[config.mk]
export PLATFORM = sky130hd
export DESIGN_NAME = yuv_to_rgb565_with_stamp_unit_flat
export DESIGN_NICKNAME = d
export VERILOG_FILES = /design/src/rtl/core/yuvrgb_pkg.sv /design/src/rtl/core/yuvrgb_if.sv /design/src/rtl/core/yuv_to_rgb565_with_stamp_unit.sv /design/src/rtl/core/yuvrgb_color.sv /design/src/rtl/core/yuvrgb_stamp.sv /design/src/flat_wrapper.sv
export SDC_FILE = /design/constraint.sdc
export NUM_CORES = 1
export LEC_CHECK = 0
export ABC_CLOCK_PERIOD_IN_PS = 5000
export CAP_MARGIN = 20
export CORE_UTILIZATION = 55
export DETAILED_ROUTE_END_ITERATION = 7
export DONT_BUFFER_PORTS = 1
export GPL_TIMING_DRIVEN = 0
export PLACE_DENSITY = 0.73
export REMOVE_ABC_BUFFERS = 1
export SLEW_MARGIN = 0
export SYNTH_ARGS = -nofsm -noshare
export SYNTH_HDL_FRONTEND = slang
export SYNTH_SLANG_ARGS = --single-unit
[constraint.sdc]
create_clock -name clk -period 5 [get_ports clk]
set_input_delay 0 -clock clk [delete_from_list [all_inputs] [get_ports clk]]
set_output_delay 0 -clock clk [all_outputs]
set_load 0.1 [all_outputs]
[src/rtl/core/yuvrgb_pkg.sv]
// Shared types, register indexes, font ROM and chroma term functions for the YUV to RGB565 unit.
package yuvrgb_pkg;

    // Configuration port geometry
    localparam int CFG_DATA_W = 60;
    localparam int CFG_IDX_W  = 3;

    // Register indexes
    localparam logic [CFG_IDX_W-1:0] REG_FRAME_WIDTH  = 3'd0;
    localparam logic [CFG_IDX_W-1:0] REG_FRAME_HEIGHT = 3'd1;
    localparam logic [CFG_IDX_W-1:0] REG_STAMP_CHARS  = 3'd2;
    localparam logic [CFG_IDX_W-1:0] REG_TEXT_COLOR   = 3'd3;
    localparam logic [CFG_IDX_W-1:0] REG_BACK_COLOR   = 3'd4;

    // Register reset values
    localparam logic [12:0] FRAME_WIDTH_RST  = 13'd640;
    localparam logic [12:0] FRAME_HEIGHT_RST = 13'd480;
    localparam logic [59:0] STAMP_CHARS_RST  = 60'hFFF_FFFF_FFFF_FFFF;
    localparam logic [15:0] TEXT_COLOR_RST   = 16'hFFFF;
    localparam logic [15:0] BACK_COLOR_RST   = 16'h0000;

    // Stamp box geometry
    localparam int BOX_W      = 120;
    localparam int BOX_H      = 16;
    localparam int BOX_UP     = 20;
    localparam int GLYPH_TOP  = 4;
    localparam int GLYPH_ROWS = 8;
    localparam int SLOTS      = 15;
    localparam logic [3:0] CODE_BLANK = 4'hF;

    // Pixel source picked by the stamp logic
    typedef enum logic [1:0] {
        SRC_CONV,
        SRC_BACK,
        SRC_TEXT
    } pix_src_t;

    // Stamp-related configuration handed to the stamp pipeline
    typedef struct packed {
        logic [12:0] frame_width;
        logic [12:0] frame_height;
        logic [59:0] stamp_chars;
    } stamp_cfg_t;

    // Per-stage load enables
    typedef struct packed {
        logic a;
        logic b;
    } stage_en_t;

    // 8x8 font, MSB is the leftmost column; codes 12-15 are blank
    localparam logic [7:0] GLYPH_ROM [16][8] = '{
        '{8'h3C, 8'h66, 8'h6E, 8'h76, 8'h66, 8'h66, 8'h3C, 8'h00},
        '{8'h10, 8'h30, 8'h50, 8'h10, 8'h10, 8'h10, 8'h7C, 8'h00},
        '{8'h3E, 8'h60, 8'h60, 8'h3E, 8'h06, 8'h06, 8'h7E, 8'h00},
        '{8'h3E, 8'h60, 8'h60, 8'h3E, 8'h60, 8'h60, 8'h3E, 8'h00},
        '{8'h66, 8'h66, 8'h66, 8'h7E, 8'h06, 8'h06, 8'h06, 8'h00},
        '{8'h7E, 8'h06, 8'h06, 8'h7E, 8'h60, 8'h60, 8'h3E, 8'h00},
        '{8'h3E, 8'h06, 8'h06, 8'h7E, 8'h66, 8'h66, 8'h3E, 8'h00},
        '{8'h7E, 8'h60, 8'h60, 8'h60, 8'h60, 8'h60, 8'h60, 8'h00},
        '{8'h3E, 8'h66, 8'h66, 8'h3E, 8'h66, 8'h66, 8'h3E, 8'h00},
        '{8'h3E, 8'h66, 8'h66, 8'h3E, 8'h60, 8'h60, 8'h3E, 8'h00},
        '{8'h00, 8'h18, 8'h18, 8'h00, 8'h00, 8'h18, 8'h18, 8'h00},
        '{8'h00, 8'h00, 8'h00, 8'h7E, 8'h00, 8'h00, 8'h00, 8'h00},
        '{8'h00, 8'h00, 8'h00, 8'h00, 8'h00, 8'h00, 8'h00, 8'h00},
        '{8'h00, 8'h00, 8'h00, 8'h00, 8'h00, 8'h00, 8'h00, 8'h00},
        '{8'h00, 8'h00, 8'h00, 8'h00, 8'h00, 8'h00, 8'h00, 8'h00},
        '{8'h00, 8'h00, 8'h00, 8'h00, 8'h00, 8'h00, 8'h00, 8'h00}
    };

    // Fixed-point multipliers for 1.13983 and 1.5748, rounded up; exact floor for |d| <= 128
    localparam logic [24:0] CB_RECIP = 25'd19123175;
    localparam int          CB_SHIFT = 24;
    localparam logic [20:0] CR_RECIP = 21'd1651298;
    localparam int          CR_SHIFT = 20;

    // trunc((c-128)*1.13983), rounded toward zero
    function automatic logic signed [8:0] cb_term(input logic [7:0] c);
        logic signed [8:0] d;
        logic [7:0]        mag;
        logic [32:0]       prod;
        logic [7:0]        q;
        d    = $signed({1'b0, c}) - 9'sd128;
        mag  = d[8] ? 8'(-d) : 8'(d);
        prod = 33'(mag) * 33'(CB_RECIP);
        q    = 8'(prod >> CB_SHIFT);
        return d[8] ? -$signed({1'b0, q}) : $signed({1'b0, q});
    endfunction

    // trunc((c-128)*1.5748), rounded toward zero
    function automatic logic signed [8:0] cr_term(input logic [7:0] c);
        logic signed [8:0] d;
        logic [7:0]        mag;
        logic [28:0]       prod;
        logic [7:0]        q;
        d    = $signed({1'b0, c}) - 9'sd128;
        mag  = d[8] ? 8'(-d) : 8'(d);
        prod = 29'(mag) * 29'(CR_RECIP);
        q    = 8'(prod >> CR_SHIFT);
        return d[8] ? -$signed({1'b0, q}) : $signed({1'b0, q});
    endfunction

endpackage

[src/rtl/core/yuvrgb_if.sv]
// Valid/ready channel interfaces for pixels in and RGB565 pixels out.
interface yuvrgb_in_if;
    logic        valid;
    logic        ready;
    logic [7:0]  luma;
    logic [7:0]  chroma_blue;
    logic [7:0]  chroma_red;
    logic [11:0] pixel_col;
    logic [11:0] pixel_row;

    modport source (
        output valid, luma, chroma_blue, chroma_red, pixel_col, pixel_row,
        input  ready
    );
    modport sink (
        input  valid, luma, chroma_blue, chroma_red, pixel_col, pixel_row,
        output ready
    );
endinterface

interface yuvrgb_out_if;
    logic        valid;
    logic        ready;
    logic [15:0] pixel_rgb;

    modport source (
        output valid, pixel_rgb,
        input  ready
    );
    modport sink (
        input  valid, pixel_rgb,
        output ready
    );
endinterface

[src/rtl/core/yuv_to_rgb565_with_stamp_unit.sv]
// Top level: YUV 4:2:0 pixel to RGB565 converter with timestamp overlay box.
//
// Usage:
//   pix_in carries one pixel per item: luma, the chroma pair of its 2x2 group,
//   and its column and row. pix_out carries the RGB565 result, one per item,
//   in input order. cfg_write/cfg_index/cfg_data write frame size, stamp glyph
//   codes and the two stamp colors; write them only while no item is in flight.
// Pipeline: three register stages (stage A, stage B, output register); an item
//   accepted into stage A moves through stage B into the output register, where
//   it shows on pix_out.valid.
// Throughput: one item per cycle while the receiver takes every item; each stage
//   is a fixed constant-multiply, add or compare step, so nothing iterates.
// Reset: rst_n clears all stage valid bits and loads the register defaults
//   (640x480 frame, all slots blank, white text on black box).
// Stall: when pix_out.ready is low the output register holds its item; each
//   earlier stage still advances into an empty slot, so pix_in.ready stays
//   high until every stage holds an item.
module yuv_to_rgb565_with_stamp_unit #(
    parameter int MAX_WIDTH  = 4096,
    parameter int MAX_HEIGHT = 4096
) (
    input  logic                              clk,
    input  logic                              rst_n,
    input  logic                              cfg_write,
    input  logic [yuvrgb_pkg::CFG_IDX_W-1:0]  cfg_index,
    input  logic [yuvrgb_pkg::CFG_DATA_W-1:0] cfg_data,
    yuvrgb_in_if.sink                         pix_in,
    yuvrgb_out_if.source                      pix_out
);
    import yuvrgb_pkg::*;

    logic [12:0] frame_width_reg;
    logic [12:0] frame_height_reg;
    logic [59:0] stamp_chars_reg;
    logic [15:0] text_color_reg;
    logic [15:0] back_color_reg;

    logic a_valid_reg;
    logic b_valid_reg;
    logic out_valid_reg;
    logic ready_a;
    logic ready_b;
    logic ready_out;

    stage_en_t  en;
    stamp_cfg_t stamp_cfg;
    logic [15:0] conv_rgb;
    pix_src_t    pix_src;
    logic [15:0] pixel_next;
    logic [15:0] pixel_reg;

    // Configuration registers
    always_ff @(posedge clk or negedge rst_n)
    begin
        if (!rst_n)
        begin
            frame_width_reg  <= FRAME_WIDTH_RST;
            frame_height_reg <= FRAME_HEIGHT_RST;
            stamp_chars_reg  <= STAMP_CHARS_RST;
            text_color_reg   <= TEXT_COLOR_RST;
            back_color_reg   <= BACK_COLOR_RST;
        end
        else if (cfg_write)
        begin
            unique case (cfg_index)
                REG_FRAME_WIDTH:  frame_width_reg  <= cfg_data[12:0];
                REG_FRAME_HEIGHT: frame_height_reg <= cfg_data[12:0];
                REG_STAMP_CHARS:  stamp_chars_reg  <= cfg_data[59:0];
                REG_TEXT_COLOR:   text_color_reg   <= cfg_data[15:0];
                REG_BACK_COLOR:   back_color_reg   <= cfg_data[15:0];
                default:          ;
            endcase
        end
    end

    // Advance a stage when its successor is empty or moving
    always_comb
    begin
        ready_out = !out_valid_reg || pix_out.ready;
        ready_b   = !b_valid_reg || ready_out;
        ready_a   = !a_valid_reg || ready_b;
        en.a      = ready_a;
        en.b      = ready_b;
    end

    assign pix_in.ready = ready_a;

    // Stage valid bits
    always_ff @(posedge clk or negedge rst_n)
    begin
        if (!rst_n)
        begin
            a_valid_reg   <= 1'b0;
            b_valid_reg   <= 1'b0;
            out_valid_reg <= 1'b0;
        end
        else
        begin
            if (ready_a)
                a_valid_reg <= pix_in.valid;
            if (ready_b)
                b_valid_reg <= a_valid_reg;
            if (ready_out)
                out_valid_reg <= b_valid_reg;
        end
    end

    assign stamp_cfg = '{
        frame_width:  frame_width_reg,
        frame_height: frame_height_reg,
        stamp_chars:  stamp_chars_reg
    };

    yuvrgb_color u_color (
        .clk         (clk),
        .en          (en),
        .luma        (pix_in.luma),
        .chroma_blue (pix_in.chroma_blue),
        .chroma_red  (pix_in.chroma_red),
        .pixel_rgb   (conv_rgb)
    );

    yuvrgb_stamp #(
        .MAX_WIDTH  (MAX_WIDTH),
        .MAX_HEIGHT (MAX_HEIGHT)
    ) u_stamp (
        .clk       (clk),
        .en        (en),
        .cfg       (stamp_cfg),
        .pixel_col (pix_in.pixel_col),
        .pixel_row (pix_in.pixel_row),
        .pix_src   (pix_src)
    );

    // Output stage: pick converted pixel or stamp color
    always_comb
    begin
        unique case (pix_src)
            SRC_CONV: pixel_next = conv_rgb;
            SRC_BACK: pixel_next = back_color_reg;
            SRC_TEXT: pixel_next = text_color_reg;
            default:  pixel_next = conv_rgb;
        endcase
    end

    always_ff @(posedge clk)
    begin
        if (ready_out)
            pixel_reg <= pixel_next;
    end

    assign pix_out.valid     = out_valid_reg;
    assign pix_out.pixel_rgb = pixel_reg;

endmodule

[src/rtl/core/yuvrgb_color.sv]
// Two-stage YUV to RGB565 color conversion datapath.
module yuvrgb_color (
    input  logic                  clk,
    input  yuvrgb_pkg::stage_en_t en,
    input  logic [7:0]            luma,
    input  logic [7:0]            chroma_blue,
    input  logic [7:0]            chroma_red,
    output logic [15:0]           pixel_rgb
);
    import yuvrgb_pkg::*;

    // Clamp a signed sum to 0..255
    function automatic logic [7:0] clamp8(input logic signed [9:0] v);
        logic [7:0] res;
        if (v[9])
            res = 8'd0;
        else if (v > 10'sd255)
            res = 8'd255;
        else
            res = v[7:0];
        return res;
    endfunction

    logic signed [8:0] yp_reg;
    logic signed [8:0] cbt_reg;
    logic signed [8:0] crt_reg;

    logic signed [16:0] mix;
    logic signed [8:0]  shifted_next;
    logic signed [9:0]  r_sum_next;
    logic signed [9:0]  b_sum_next;

    logic signed [8:0] yp_b_reg;
    logic signed [8:0] shifted_reg;
    logic signed [9:0] r_sum_reg;
    logic signed [9:0] b_sum_reg;

    logic signed [9:0] g_sum;
    logic [7:0]        r8;
    logic [7:0]        g8;
    logic [7:0]        b8;

    // Stage A: offset luma, look up chroma terms
    always_ff @(posedge clk)
    begin
        if (en.a)
        begin
            yp_reg  <= $signed({1'b0, luma}) - 9'sd16;
            cbt_reg <= cb_term(chroma_blue);
            crt_reg <= cr_term(chroma_red);
        end
    end

    // Stage B: green mix with floor shift, red and blue sums
    always_comb
    begin
        mix = {{8{cbt_reg[8]}}, cbt_reg} * 17'sd54 + {{8{crt_reg[8]}}, crt_reg} * 17'sd183;
        shifted_next = 9'(mix >>> 8);
        r_sum_next   = {yp_reg[8], yp_reg} + {crt_reg[8], crt_reg};
        b_sum_next   = {yp_reg[8], yp_reg} + {cbt_reg[8], cbt_reg};
    end

    always_ff @(posedge clk)
    begin
        if (en.b)
        begin
            yp_b_reg    <= yp_reg;
            shifted_reg <= shifted_next;
            r_sum_reg   <= r_sum_next;
            b_sum_reg   <= b_sum_next;
        end
    end

    // Finish green, clamp and pack
    always_comb
    begin
        g_sum     = {yp_b_reg[8], yp_b_reg} - {shifted_reg[8], shifted_reg};
        r8        = clamp8(r_sum_reg);
        g8        = clamp8(g_sum);
        b8        = clamp8(b_sum_reg);
        pixel_rgb = {r8[7:3], g8[7:2], b8[7:3]};
    end

endmodule

[src/rtl/core/yuvrgb_stamp.sv]
// Two-stage stamp box placement and glyph lookup; picks the pixel source.
module yuvrgb_stamp #(
    parameter int MAX_WIDTH  = 4096,
    parameter int MAX_HEIGHT = 4096
) (
    input  logic                   clk,
    input  yuvrgb_pkg::stage_en_t  en,
    input  yuvrgb_pkg::stamp_cfg_t cfg,
    input  logic [11:0]            pixel_col,
    input  logic [11:0]            pixel_row,
    output yuvrgb_pkg::pix_src_t   pix_src
);
    import yuvrgb_pkg::*;

    localparam int WID_W = $clog2(MAX_WIDTH + 1);
    localparam int HGT_W = $clog2(MAX_HEIGHT + 1);
    localparam int BX_W  = ((WID_W > 12) ? WID_W : 12) + 2;
    localparam int BY_W  = ((HGT_W > 12) ? HGT_W : 12) + 2;

    logic [WID_W-1:0] w_lim;
    logic [HGT_W-1:0] h_lim;
    logic             in_frame;
    logic [BX_W-1:0]  bx;
    logic [BY_W-1:0]  by;
    logic             in_box_next;

    logic       in_box_reg;
    logic [3:0] slot_reg;
    logic [2:0] dx_reg;
    logic [3:0] by_reg;

    logic [3:0] codes [16];
    logic [3:0] code;
    logic [2:0] dy;
    logic [7:0] glyph_row;
    logic       in_rows;
    pix_src_t   src_next;
    pix_src_t   src_reg;

    // Stage A: clip frame size, locate pixel against the box
    always_comb
    begin
        w_lim  = (int'(cfg.frame_width) > MAX_WIDTH) ? WID_W'(MAX_WIDTH)
                                                     : WID_W'(cfg.frame_width);
        h_lim  = (int'(cfg.frame_height) > MAX_HEIGHT) ? HGT_W'(MAX_HEIGHT)
                                                       : HGT_W'(cfg.frame_height);
        in_frame = (BX_W'(pixel_col) < BX_W'(w_lim)) && (BY_W'(pixel_row) < BY_W'(h_lim));
        bx     = BX_W'(pixel_col) - BX_W'(w_lim) + BX_W'(BOX_W);
        by     = BY_W'(pixel_row) - BY_W'(h_lim) + BY_W'(BOX_UP);
        in_box_next = in_frame
                   && !bx[BX_W-1] && (bx < BX_W'(BOX_W))
                   && !by[BY_W-1] && (by < BY_W'(BOX_H));
    end

    always_ff @(posedge clk)
    begin
        if (en.a)
        begin
            in_box_reg <= in_box_next;
            slot_reg   <= bx[6:3];
            dx_reg     <= bx[2:0];
            by_reg     <= by[3:0];
        end
    end

    // Stage B: glyph code of the slot, font row, pick source
    always_comb
    begin
        for (int i = 0; i < SLOTS; i++)
            codes[i] = cfg.stamp_chars[4*i +: 4];
        codes[15] = CODE_BLANK;
        code      = codes[slot_reg];
        dy        = 3'(by_reg - 4'(GLYPH_TOP));
        glyph_row = GLYPH_ROM[code][dy];
        in_rows   = (by_reg >= 4'(GLYPH_TOP)) && (by_reg < 4'(GLYPH_TOP + GLYPH_ROWS));
        priority if (!in_box_reg)
            src_next = SRC_CONV;
        else if (in_rows && glyph_row[~dx_reg])
            src_next = SRC_TEXT;
        else
            src_next = SRC_BACK;
    end

    always_ff @(posedge clk)
    begin
        if (en.b)
            src_reg <= src_next;
    end

    assign pix_src = src_reg;

endmodule

[src/flat_wrapper.sv]
// flat-port wrapper written by rule: the top's interface ports become plain ports
module yuv_to_rgb565_with_stamp_unit_flat import yuvrgb_pkg::*;
#(
    parameter int MAX_WIDTH  = 4096,
    parameter int MAX_HEIGHT = 4096
)
  (clk, rst_n, cfg_write, cfg_index, cfg_data, pix_in_valid, pix_in_luma, pix_in_chroma_blue, pix_in_chroma_red, pix_in_pixel_col, pix_in_pixel_row, pix_in_ready, pix_out_valid, pix_out_pixel_rgb, pix_out_ready);
  yuvrgb_in_if pix_in_i ();
  yuvrgb_out_if pix_out_i ();
  input  logic clk;
  input  logic rst_n;
  input  logic cfg_write;
  input  logic [yuvrgb_pkg::CFG_IDX_W-1:0] cfg_index;
  input  logic [yuvrgb_pkg::CFG_DATA_W-1:0] cfg_data;
  input wire logic [$bits(pix_in_i.valid)-1:0] pix_in_valid;
  input wire logic [$bits(pix_in_i.luma)-1:0] pix_in_luma;
  input wire logic [$bits(pix_in_i.chroma_blue)-1:0] pix_in_chroma_blue;
  input wire logic [$bits(pix_in_i.chroma_red)-1:0] pix_in_chroma_red;
  input wire logic [$bits(pix_in_i.pixel_col)-1:0] pix_in_pixel_col;
  input wire logic [$bits(pix_in_i.pixel_row)-1:0] pix_in_pixel_row;
  output wire logic [$bits(pix_in_i.ready)-1:0] pix_in_ready;
  output wire logic [$bits(pix_out_i.valid)-1:0] pix_out_valid;
  output wire logic [$bits(pix_out_i.pixel_rgb)-1:0] pix_out_pixel_rgb;
  input wire logic [$bits(pix_out_i.ready)-1:0] pix_out_ready;
  assign pix_in_i.valid = pix_in_valid;
  assign pix_in_i.luma = pix_in_luma;
  assign pix_in_i.chroma_blue = pix_in_chroma_blue;
  assign pix_in_i.chroma_red = pix_in_chroma_red;
  assign pix_in_i.pixel_col = pix_in_pixel_col;
  assign pix_in_i.pixel_row = pix_in_pixel_row;
  assign pix_in_ready = pix_in_i.ready;
  assign pix_out_valid = pix_out_i.valid;
  assign pix_out_pixel_rgb = pix_out_i.pixel_rgb;
  assign pix_out_i.ready = pix_out_ready;
  yuv_to_rgb565_with_stamp_unit #(.MAX_WIDTH(MAX_WIDTH), .MAX_HEIGHT(MAX_HEIGHT)) u_core (.clk(clk), .rst_n(rst_n), .cfg_write(cfg_write), .cfg_index(cfg_index), .cfg_data(cfg_data), .pix_in(pix_in_i), .pix_out(pix_out_i));
endmodule
; ---- Word-level counts from Yosys, hierarchy flattened
; Memory sizes are Yosys's and may differ from the RTL's.
; Cells that the tools add are included.
[word_totals]
latchBits = 0
wordCells = 114
mem_count = 1
rom_bits = 1024
ramBits = 0
ff_bits = 216
[classes]
bitwise = 4
shift = 0
muxes = 24
div_mod_pow = 0
reduce_logical = 21
n_mul = 4
add_sub_neg = 16
n_lt_le_gt_ge = 15
n_eq_ne = 6
[memory_table]
columns = name, words, word_bits, rd, rd_clocked_by_memory_dff, write_ports, line
row1 = (name not given), 16, 64, 1, 0, 0, yuvrgb_stamp.sv:74  ; glyph_row = GLYPH_ROM[code][dy];
[op_table]
columns = op, count
row1 = 2-to-1 mux 64 bit, 2
row2 = 2-to-1 mux 8 bit, 12
row3 = "multiplier 8 x 25 -> 32 bit, second input constant", 1
row4 = case mux 16 bit (2 select lines), 1
row5 = "> comparator 10 x 9 -> 1 bit, second input constant", 3
row6 = subtractor 12 x 13 -> 14 bit, 2
row7 = "multiplier 8 x 20 -> 27 bit, second input constant", 1
row8 = "> comparator 13 bit, second input constant", 2
row9 = < comparator 12 x 13 -> 1 bit, 2
row10 = 2-to-1 mux 13 bit, 2
row11 = binary-select mux 8 bit (select 3 bit), 1
row12 = adder 9 x 9 -> 10 bit, 2
row13 = negation 8 -> 9 bit, 2
row14 = "subtractor 8 x 8 -> 9 bit, second input constant", 2
row15 = adder 17 bit, 1
row16 = "multiplier 17 x 5 -> 16 bit, second input constant", 1
row17 = "multiplier 9 x 9 -> 17 bit, second input constant", 1
row18 = binary-select mux 4 bit (select 4 bit), 1
row19 = negation 8 bit, 2
row20 = "adder 14 x 6 -> 15 bit, second input constant", 1
row21 = "adder 14 x 8 -> 15 bit, second input constant", 1
row22 = "< comparator 15 x 5 -> 1 bit, second input constant", 1
row23 = "< comparator 15 x 7 -> 1 bit, second input constant", 1
row24 = "greater-or-equal comparator 5 bit, second input constant", 2
row25 = 24 further kinds, 43

; ---- Logic depth before layout (Yosys ltp)
; Gate-level depths: netlist of the first run.
[logic_depth]
depth_word = 15
ltp_mapped = 26

; ---- Modules after synthesis
; Synthesis of the first run repeated with hierarchy kept, for this count alone.
[hier_totals]
cells_unflattened = 1964
hier_area_um2 = 20653.6
[modules_own_cells]
columns = module, cells_each, seq_area_each_um2, instances, area_each_um2
row1 = yuvrgb_color, 1145, 1771.7, 1, 10998.0
row2 = yuv_to_rgb565_with_stamp_unit, 338, 3611.0, 1, 5821.8
row3 = yuvrgb_stamp, 481, 420.4, 1, 3833.7

; ---- Least setup slack after synthesis of the first run
; Ideal clock, no wire load.
[synth_path]
path_kind = input to register
from = input port pix_in_chroma_blue[0]
to = register u_core.u_color.cbt_reg[7] (data pin)
path_buffers = 0
t_arrival_ns = 5.294
cell_stages = 22
setup_slack_ns = -0.558
setup_time_ns = 0.264
cell_sequence = inv_1 -> ha_1 -> a31oi_1 -> xor2_1 -> inv_1 -> fa_1 -> inv_1 -> fa_1 -> fa_1 -> inv_1 -> fa_1 -> inv_1 -> ha_1 -> a21oi_1 -> nor2b_1 -> or3_1 -> o21ai_0 -> o311ai_2 -> a21oi_1 -> xnor2_1 -> o31ai_1 -> xnor2_1
[synth_via]
elab_chain_len = 6
[synth_rtl]
columns = item, line
row1 = from (decl), flat_wrapper.sv:17  ; input wire logic [$bits(pix_in_i.chroma_blue)-1:0] pix_in_chroma_blue;
row2 = subtractor 8 x 8 -> 9 bit *, yuvrgb_pkg.sv:83  ; d = $signed({1'b0, c}) - 9'sd128;
row3 = negation 8 bit, yuvrgb_pkg.sv:84  ; mag = d[8] ? 8'(-d) : 8'(d);
row4 = 2-to-1 mux 8 bit, yuvrgb_pkg.sv:84
row5 = multiplier 8 x 25 -> 32 bit, yuvrgb_pkg.sv:85  ; prod = 33'(mag) * 33'(CB_RECIP);
row6 = negation 8 -> 9 bit, yuvrgb_pkg.sv:87  ; return d[8] ? -$signed({1'b0, q}) : $signed({1'b0, q});
row7 = 2-to-1 mux 8 bit *, yuvrgb_pkg.sv:87
row8 = to (signal assigned), yuvrgb_color.sv:49  ; cbt_reg <= cb_term(chroma_blue);
row9 = to (decl), yuvrgb_color.sv:25  ; logic signed [8:0] cbt_reg;
; Mark *: on every way between the ends. The rest lies on a longest branch, timed or not.
; A chain may end at the register's enable or synchronous reset.

; ---- Worst setup path after layout of the first run
[layout_path]
from = register u_core.u_color.cbt_reg[1]
to = register u_core.u_color.shifted_reg[8] (data pin)
[layout_via]
elab_chain_len = 2
[layout_rtl]
columns = item, line
row1 = multiplier 17 x 5 -> 16 bit, yuvrgb_color.sv:57  ; mix = {{8{cbt_reg[8]}}, cbt_reg} * 17'sd54 + {{8{crt_reg[8]}}, crt_reg} * 17'sd183;
row2 = adder 17 bit, yuvrgb_color.sv:57
row3 = named net u_core.u_color.mix[16], yuvrgb_color.sv:28  ; logic signed [16:0] mix;
row4 = to (signal assigned), yuvrgb_color.sv:68  ; shifted_reg <= shifted_next;
row5 = to (decl), yuvrgb_color.sv:34  ; logic signed [8:0] shifted_reg;
; The timed path passes the listed nets, and every way through them passes these cells.

==> results of run 1 <==
-- worst max-delay path: cells and delay by family (launching register included) --
family	cells	cell delay [ps]
simple gates	1	80
flops	1	490
buf+inv	4	200
fa+ha+maj	6	2440
compound gates	6	1410
xor+xnor	2	310
-- kinds of logic (layout without fill, tap and decap cells) --
| family | after synthesis | in the layout | synth area share [%] |
|---|---|---|---|
| buffers and inverters | 363 | 520 | 7.20 |
| XOR/XNOR | 98 | 98 | 4.47 |
| flip-flops | 210 | 210 | 29.8 |
| multiplexers | 147 | 147 | 8.90 |
| AO/OA/AOI/OAI | 348 | 348 | 12.2 |
| AND/OR/NAND/NOR | 345 | 345 | 8.81 |
| other | 0 | 2 | 0 |
| adder cells (fa/ha/maj) | 376 | 376 | 28.7 |
-- path summary, 6_finish.rpt --
check                                                           to  slack [ps]  depth (start not counted)
max reg2reg                u_core.u_color.shifted_reg[8]$_DFFE_PP_        -200                         19
min in group asynchronous           u_core.a_valid_reg$_DFFE_PN0P_         130                          2
max in group asynchronous  u_core.frame_height_reg[10]$_DFFE_PN0P_        4410                          2
min reg2reg                         u_core.b_valid_reg$_DFFE_PN0P_         470                          1
min                            u_core.u_stamp.in_box_reg$_DFFE_PP_          20                          3
max                        u_core.u_color.shifted_reg[8]$_DFFE_PP_        -200                         19
-- per-layer routing --
layer,track usage [%],part of all wire (%),vias up
met5,0,0.032,-
met4,7.02,2.7,2
met1,33.0,43,7182
met2,45.7,50,354
li1,-,-,6833
met3,3.46,4.6,92
-- final cells by class --
cell class,count,area share [%]
Clock buffer,39,3.27
Sequential cell,210,25.3
Clock inverter,5,0.191
Tap cell,455,2.48
Inverter,315,5.19
Timing Repair Buffer,161,6.99
Antenna cell,2,0.0218
Multi-Input combinational cell,1314,56.6
-- through the flow --
step	area [um^2]	setup slack (ps)	utilization, %
detailed placement	20000	-1660	57.6
floorplan	19300	-558	-
global route	23000	-314	66.1
global placement	19800	-1600	57.2
CTS	22400	-69.9	64.5
finish	23000	-196	66.1
-- synth_stat cells (34+ instances only) --
library cell and n:
a21oi_1 72, xnor2_1 70, inv_1 314, ha_1 257, o21ai_0 60, a21o_1 34
clkbuf_1 34, dfrtp_1 39, dfstp_2 82, nand2_1 79, mux2_2 120, fa_1 118
edfxtp_1 89, nor2_1 92
-- timing repair --
action                                  in CTS  in global routing
hold buffers                               101                  0
endpoints found under the setup margin      18                 19
pin swaps                                   51                 55
setup buffers                               30                 20
hold endpoints to repair                   271                  0
resized for setup                           63                 81
==> flow_metrics.py, run 1 <==
metrics = {
    "timing": {
        "setup_tns_ps": -468,
        "tightestPinTransition_ps": 1060,
        "timing.fmax_ghz": 0.192,
        "rsz0062_at_grt": "yes",
        "hold_violations": 0,
        "fin_ws_ps": -196,
        "holdWs_ps": 23.0,
        "setup_viol_count_final": 3,
        "period_minus_slack_ps": 5200,
        "slew_headroom_pct": 29.2,
        "fin_skew_ps": 21.3,
        "fin_crit_sh_pct": 104,
        "drv_slew": 0,
    },
    "finish": {
        "layout_commonest_cell": "inv_1",
        "seqCellArea_mm2": 0.00580,
        "multiInputGateArea_mm2": 0.0130,
        "area_growth_pct": 17.8,
        "fin_cells": 2501,
        "largest_reg_flops": 60,
        "n_fill_cell": 2634,
        "drive_above_1_share_pct": 21.4,
        "fin_nets": 2517,
        "final_cell_mix": "300 x inv_1, 237 x ha_1, 120 x mux2_2, 115 x fa_1, 100 x dlygate4sd3_1",
    },
    "min_path": {
        "min-delay-start": "pix_in_pixel_row[11]",
        "hold_class": "input port to register",
    },
    "synth": {
        "yosys-top-cells-area": "ha_1 16%, edfxtp_1 14%, fa_1 12%, dfstp_2 11%, mux2_2 6.9%",
        "synth_area_mm2": 0.0195,
        "ys_types": 86,
        "syn_inst": 1887,
        "ys.flop_type": "edfxtp_1",
        "yosys.area.top_type": "ha_1",
        "yosysWarnings": 0,
        "synth_async_sr_flop_share_pct": 57.6,
        "synth_top_area_share_pct": 16.5,
        "synth_edf_count": 89,
        "synth_area_per_cell_um2": 10.3,
        "ys_ff_latch": 210,
        "yosysSeqAreaShare_pct": 29.8,
    },
    "detailed_routing": {
        "drt-initial-drc-count": 850,
        "wl_per_cell_um": 18.7,
        "vias_per_cell": 5.78,
        "drc": 0,
        "drtPass1Iterations": 7,
        "vias": 14500,
        "antenna_left": 0,
        "wl_um": 46700,
    },
    "floorplan": {
        "start_util_pct": 56.2,
        "core_area_mm2": 0.0347,
        "die_w_um": 190,
        "die_h_um": 190,
        "die-area_mm2": 0.0362,
        "fp-row-count": 68,
        "io_pins": 134,
    },
    "worst_setup_path": {
        "crit_path_top_delay_cell": "fa_1",
        "cp.required_ps": 5270,
        "cp-start-kind": "register",
        "path_max_fanout": 4,
        "cp.arrival_ps": 5460,
        "critPathLaunch": "u_core.u_color.cbt_reg[1]$_DFFE_PP_",
        "cpPeakStageDelay_ps": 590,
        "end_kind": "register",
        "critical_path_class": "register to register",
        "r2r-start": "u_core.u_color.cbt_reg[1]$_DFFE_PP_",
        "crit_chain": "ha_4 -> inv_2 -> fa_1 -> fa_1 -> inv_2 -> ha_4 -> inv_4 -> o21ai_4 -> a21oi_4 -> xor2_2 -> fa_1 -> inv_2 -> ha_4 -> o21ai_1 -> nor2_1 -> o41a_1 -> a41o_1 -> o41ai_2 -> xnor2_1",
    },
    "clock_tree": {
        "path_clk_slew_ps": 60,
        "htreeDepth": 1,
        "cts_buffers": 24,
        "cts.sinks": 210,
        "clk_latency_ps": 540,
        "root_buffer": "clkbuf_16",
        "cts_tree": "yes",
        "clockBufferDepth": 3,
    },
    "run": {
        "drv_cap": 0,
    },
    "global_routing": {
        "grt_pass1_wl_um": 74700,
        "antenna_found_initial": 2,
        "grt_remaining_overflow": 0,
        "grt_start_max_net_pins": 122,
        "track_usage_pct": 25.8,
        "grt_pass1_vias": 14900,
    },
    "placement": {
        "gp_congestion": 0.930,
        "dp_hpwl_um": 33900,
        "io_buffers": 0,
        "placedCellCount": 2303,
    },
    "outcome": {
        "status": "complete, but fails checks",
        "violations": "setup timing",
    },
}
Power of run 1 is not shown: default switching activity piles up to over one toggle a cycle in this logic, so the estimate is an artifact.
==> run 2, diff against run 1 <==
--- a/config.mk
+++ b/config.mk
@@ -5,7 +5,7 @@
 export SDC_FILE = /design/constraint.sdc
 export NUM_CORES = 1
 export LEC_CHECK = 0
-export ABC_CLOCK_PERIOD_IN_PS = 5000
+export ABC_CLOCK_PERIOD_IN_PS = 4500
 export CAP_MARGIN = 20
 export CORE_UTILIZATION = 55
 export DETAILED_ROUTE_END_ITERATION = 7
==> constraint.sdc (replaced) <==
create_clock -name clk -period 4.5 [get_ports clk]
set_input_delay 0 -clock clk [delete_from_list [all_inputs] [get_ports clk]]
set_output_delay 0 -clock clk [all_outputs]
set_load 0.1 [all_outputs]
==> flow_metrics.py, run 2 (same netlist as run 1, synthesis figures left out) <==
metrics = {
    "floorplan": {
        "io_pins": 134,
        "die_h_um": 190,
        "die-area_mm2": 0.0362,
        "fp-row-count": 68,
        "die_w_um": 190,
        "core_area_mm2": 0.0347,
        "start_util_pct": 56.2,
    },
    "timing": {
        "rsz0062_at_grt": "yes",
        "drv_slew": 0,
        "tightestPinTransition_ps": 1060,
        "slew_headroom_pct": 29.4,
        "fin_crit_sh_pct": 116,
        "fin_ws_ps": -736,
        "setup_viol_count_final": 17,
        "hold_violations": 0,
        "period_minus_slack_ps": 5240,
        "timing.fmax_ghz": 0.191,
        "fin_skew_ps": 21.0,
    },
    "detailed_routing": {
        "wl_um": 49100,
        "drtPass1Iterations": 7,
        "drc": 0,
        "antenna_left": 0,
        "vias_per_cell": 5.82,
        "drt-initial-drc-count": 829,
        "vias": 14800,
        "wl_per_cell_um": 19.3,
    },
    "clock_tree": {
        "root_buffer": "clkbuf_16",
        "cts.sinks": 210,
        "path_clk_slew_ps": 60,
        "cts_tree": "yes",
        "clockBufferDepth": 3,
        "htreeDepth": 1,
        "clk_latency_ps": 550,
        "cts_buffers": 24,
    },
    "placement": {
        "dp_hpwl_um": 33900,
        "dp_slack_ps": -2160,
        "io_buffers": 0,
        "placedCellCount": 2303,
        "gp_congestion": 0.930,
    },
    "finish": {
        "area_growth_pct": 21.9,
        "drive_above_1_share_pct": 26.7,
        "final_cell_mix": "283 x inv_1, 222 x ha_1, 120 x mux2_2, 112 x fa_1, 100 x dlygate4sd3_1",
        "n_fill_cell": 2487,
        "largest_reg_flops": 60,
        "fin_cells": 2549,
        "fin_nets": 2566,
        "layout_commonest_cell": "inv_1",
    },
    "global_routing": {
        "grt_pass1_vias": 15300,
        "grt_pass1_wl_um": 76500,
        "antenna_found_initial": 2,
        "grt_remaining_overflow": 0,
        "grt_start_max_net_pins": 122,
        "track_usage_pct": 26.4,
    },
    "worst_setup_path": {
        "cp.arrival_ps": 5520,
        "critical_path_class": "register to register",
        "reg2reg_slack_ps": -740,
        "cp.required_ps": 4780,
        "cp-start-kind": "register",
        "crit_path_top_delay_cell": "fa_1",
        "crit_chain": "ha_4 -> inv_2 -> fa_1 -> fa_1 -> inv_2 -> ha_4 -> inv_4 -> o21ai_4 -> a21oi_4 -> xor2_2 -> fa_1 -> inv_2 -> ha_4 -> o21ai_1 -> nor2_1 -> o41a_1 -> a41o_1 -> o21a_1 -> nor2_1 -> xnor2_1",
        "path_max_fanout": 4,
        "path_buf_inv": 4,
        "cp_top_family": "adder cells",
        "cpPeakStageDelay_ps": 580,
        "end_kind": "register",
    },
    "min_path": {
        "hold_class": "input port to register",
    },
    "run": {
        "drv_cap": 0,
    },
    "outcome": {
        "status": "complete, but fails checks",
        "violations": "setup timing",
    },
}
[run 2: changes by cell type in the layout (fill, tap and decap cells not counted), moves of 6 or more]
| cell | change |
|---|---|
| inv_2 | +13 |
| ha_4 | +14 |
| buf_6 | +6 |
| inv_1 | -17 |
| a21oi_2 | +6 |
| ha_1 | -15 |
| buf_4 | +43 |
[run 2: tightest hold or removal path, cell delays in order]
cell      delay, ps
a21oi_1          30
o211ai_1        100
o221ai_1        160
xnor2_1         150
[run 2: final cells by class]
type / count / area [um^2] / share of cell area, %
timing repair buffer: 210 / 1990 / 8.39
sequential: 210 / 5800 / 24.4
clock inverter: 5 / 43.8 / 0.184
inverter: 315 / 1220 / 5.13
antenna: 1 / 2.50 / 0.0105
tap: 455 / 569 / 2.40
clock buffer: 39 / 749 / 3.15
multi-input combinational: 1314 / 13400 / 56.3
[run 2: per-stage QoR]
step	setup TNS (ps)	utilization [%]	instance area, um^2	hold WS (ps)
after floorplan	-12820	-	19300	-296
after global placement	-65200	57.2	19800	-292
after detailed placement	-28670	57.6	20000	-291
after CTS	-3730	66.0	22900	9.15
after global routing	-7950	68.5	23800	39.7
final	-5560	68.5	23800	22.5
[run 2: layer usage]
metal / wire length [um] / GRT usage (%)
met5: 15 / 0
met3: 2540 / 3.55
met1: 20300 / 33.5
met2: 24900 / 47.0
met4: 1360 / 7.54
[run 2: worst paths after layout]
kind | from | endpoint | cells past startpoint
setup / recovery | u_core.u_color.cbt_reg[1]$_DFFE_PP_ | u_core.u_color.shifted_reg[7]$_DFFE_PP_ | 20
hold / removal | pix_in_chroma_red[7] | u_core.u_color.crt_reg[4]$_DFFE_PP_ | 4
setup reg to reg | u_core.u_color.cbt_reg[1]$_DFFE_PP_ | u_core.u_color.shifted_reg[7]$_DFFE_PP_ | 20
hold reg to reg | u_core.a_valid_reg$_DFFE_PN0P_ | u_core.b_valid_reg$_DFFE_PN0P_ | 1
max in group asynchronous | rst_n | u_core.frame_height_reg[10]$_DFFE_PN0P_ | 2
min in group asynchronous | rst_n | u_core.frame_width_reg[1]$_DFFE_PN0P_ | 2
[run 2: what timing repair did]
item	4_1_cts	5_1_grt
hold buffers	101	0
setup endpoints to repair	24	25
hold endpoints to repair	271	0
pin swaps	103	109
setup buffers	50	51
gates resized for setup	142	106
Power of run 2 is left out for the same reason.
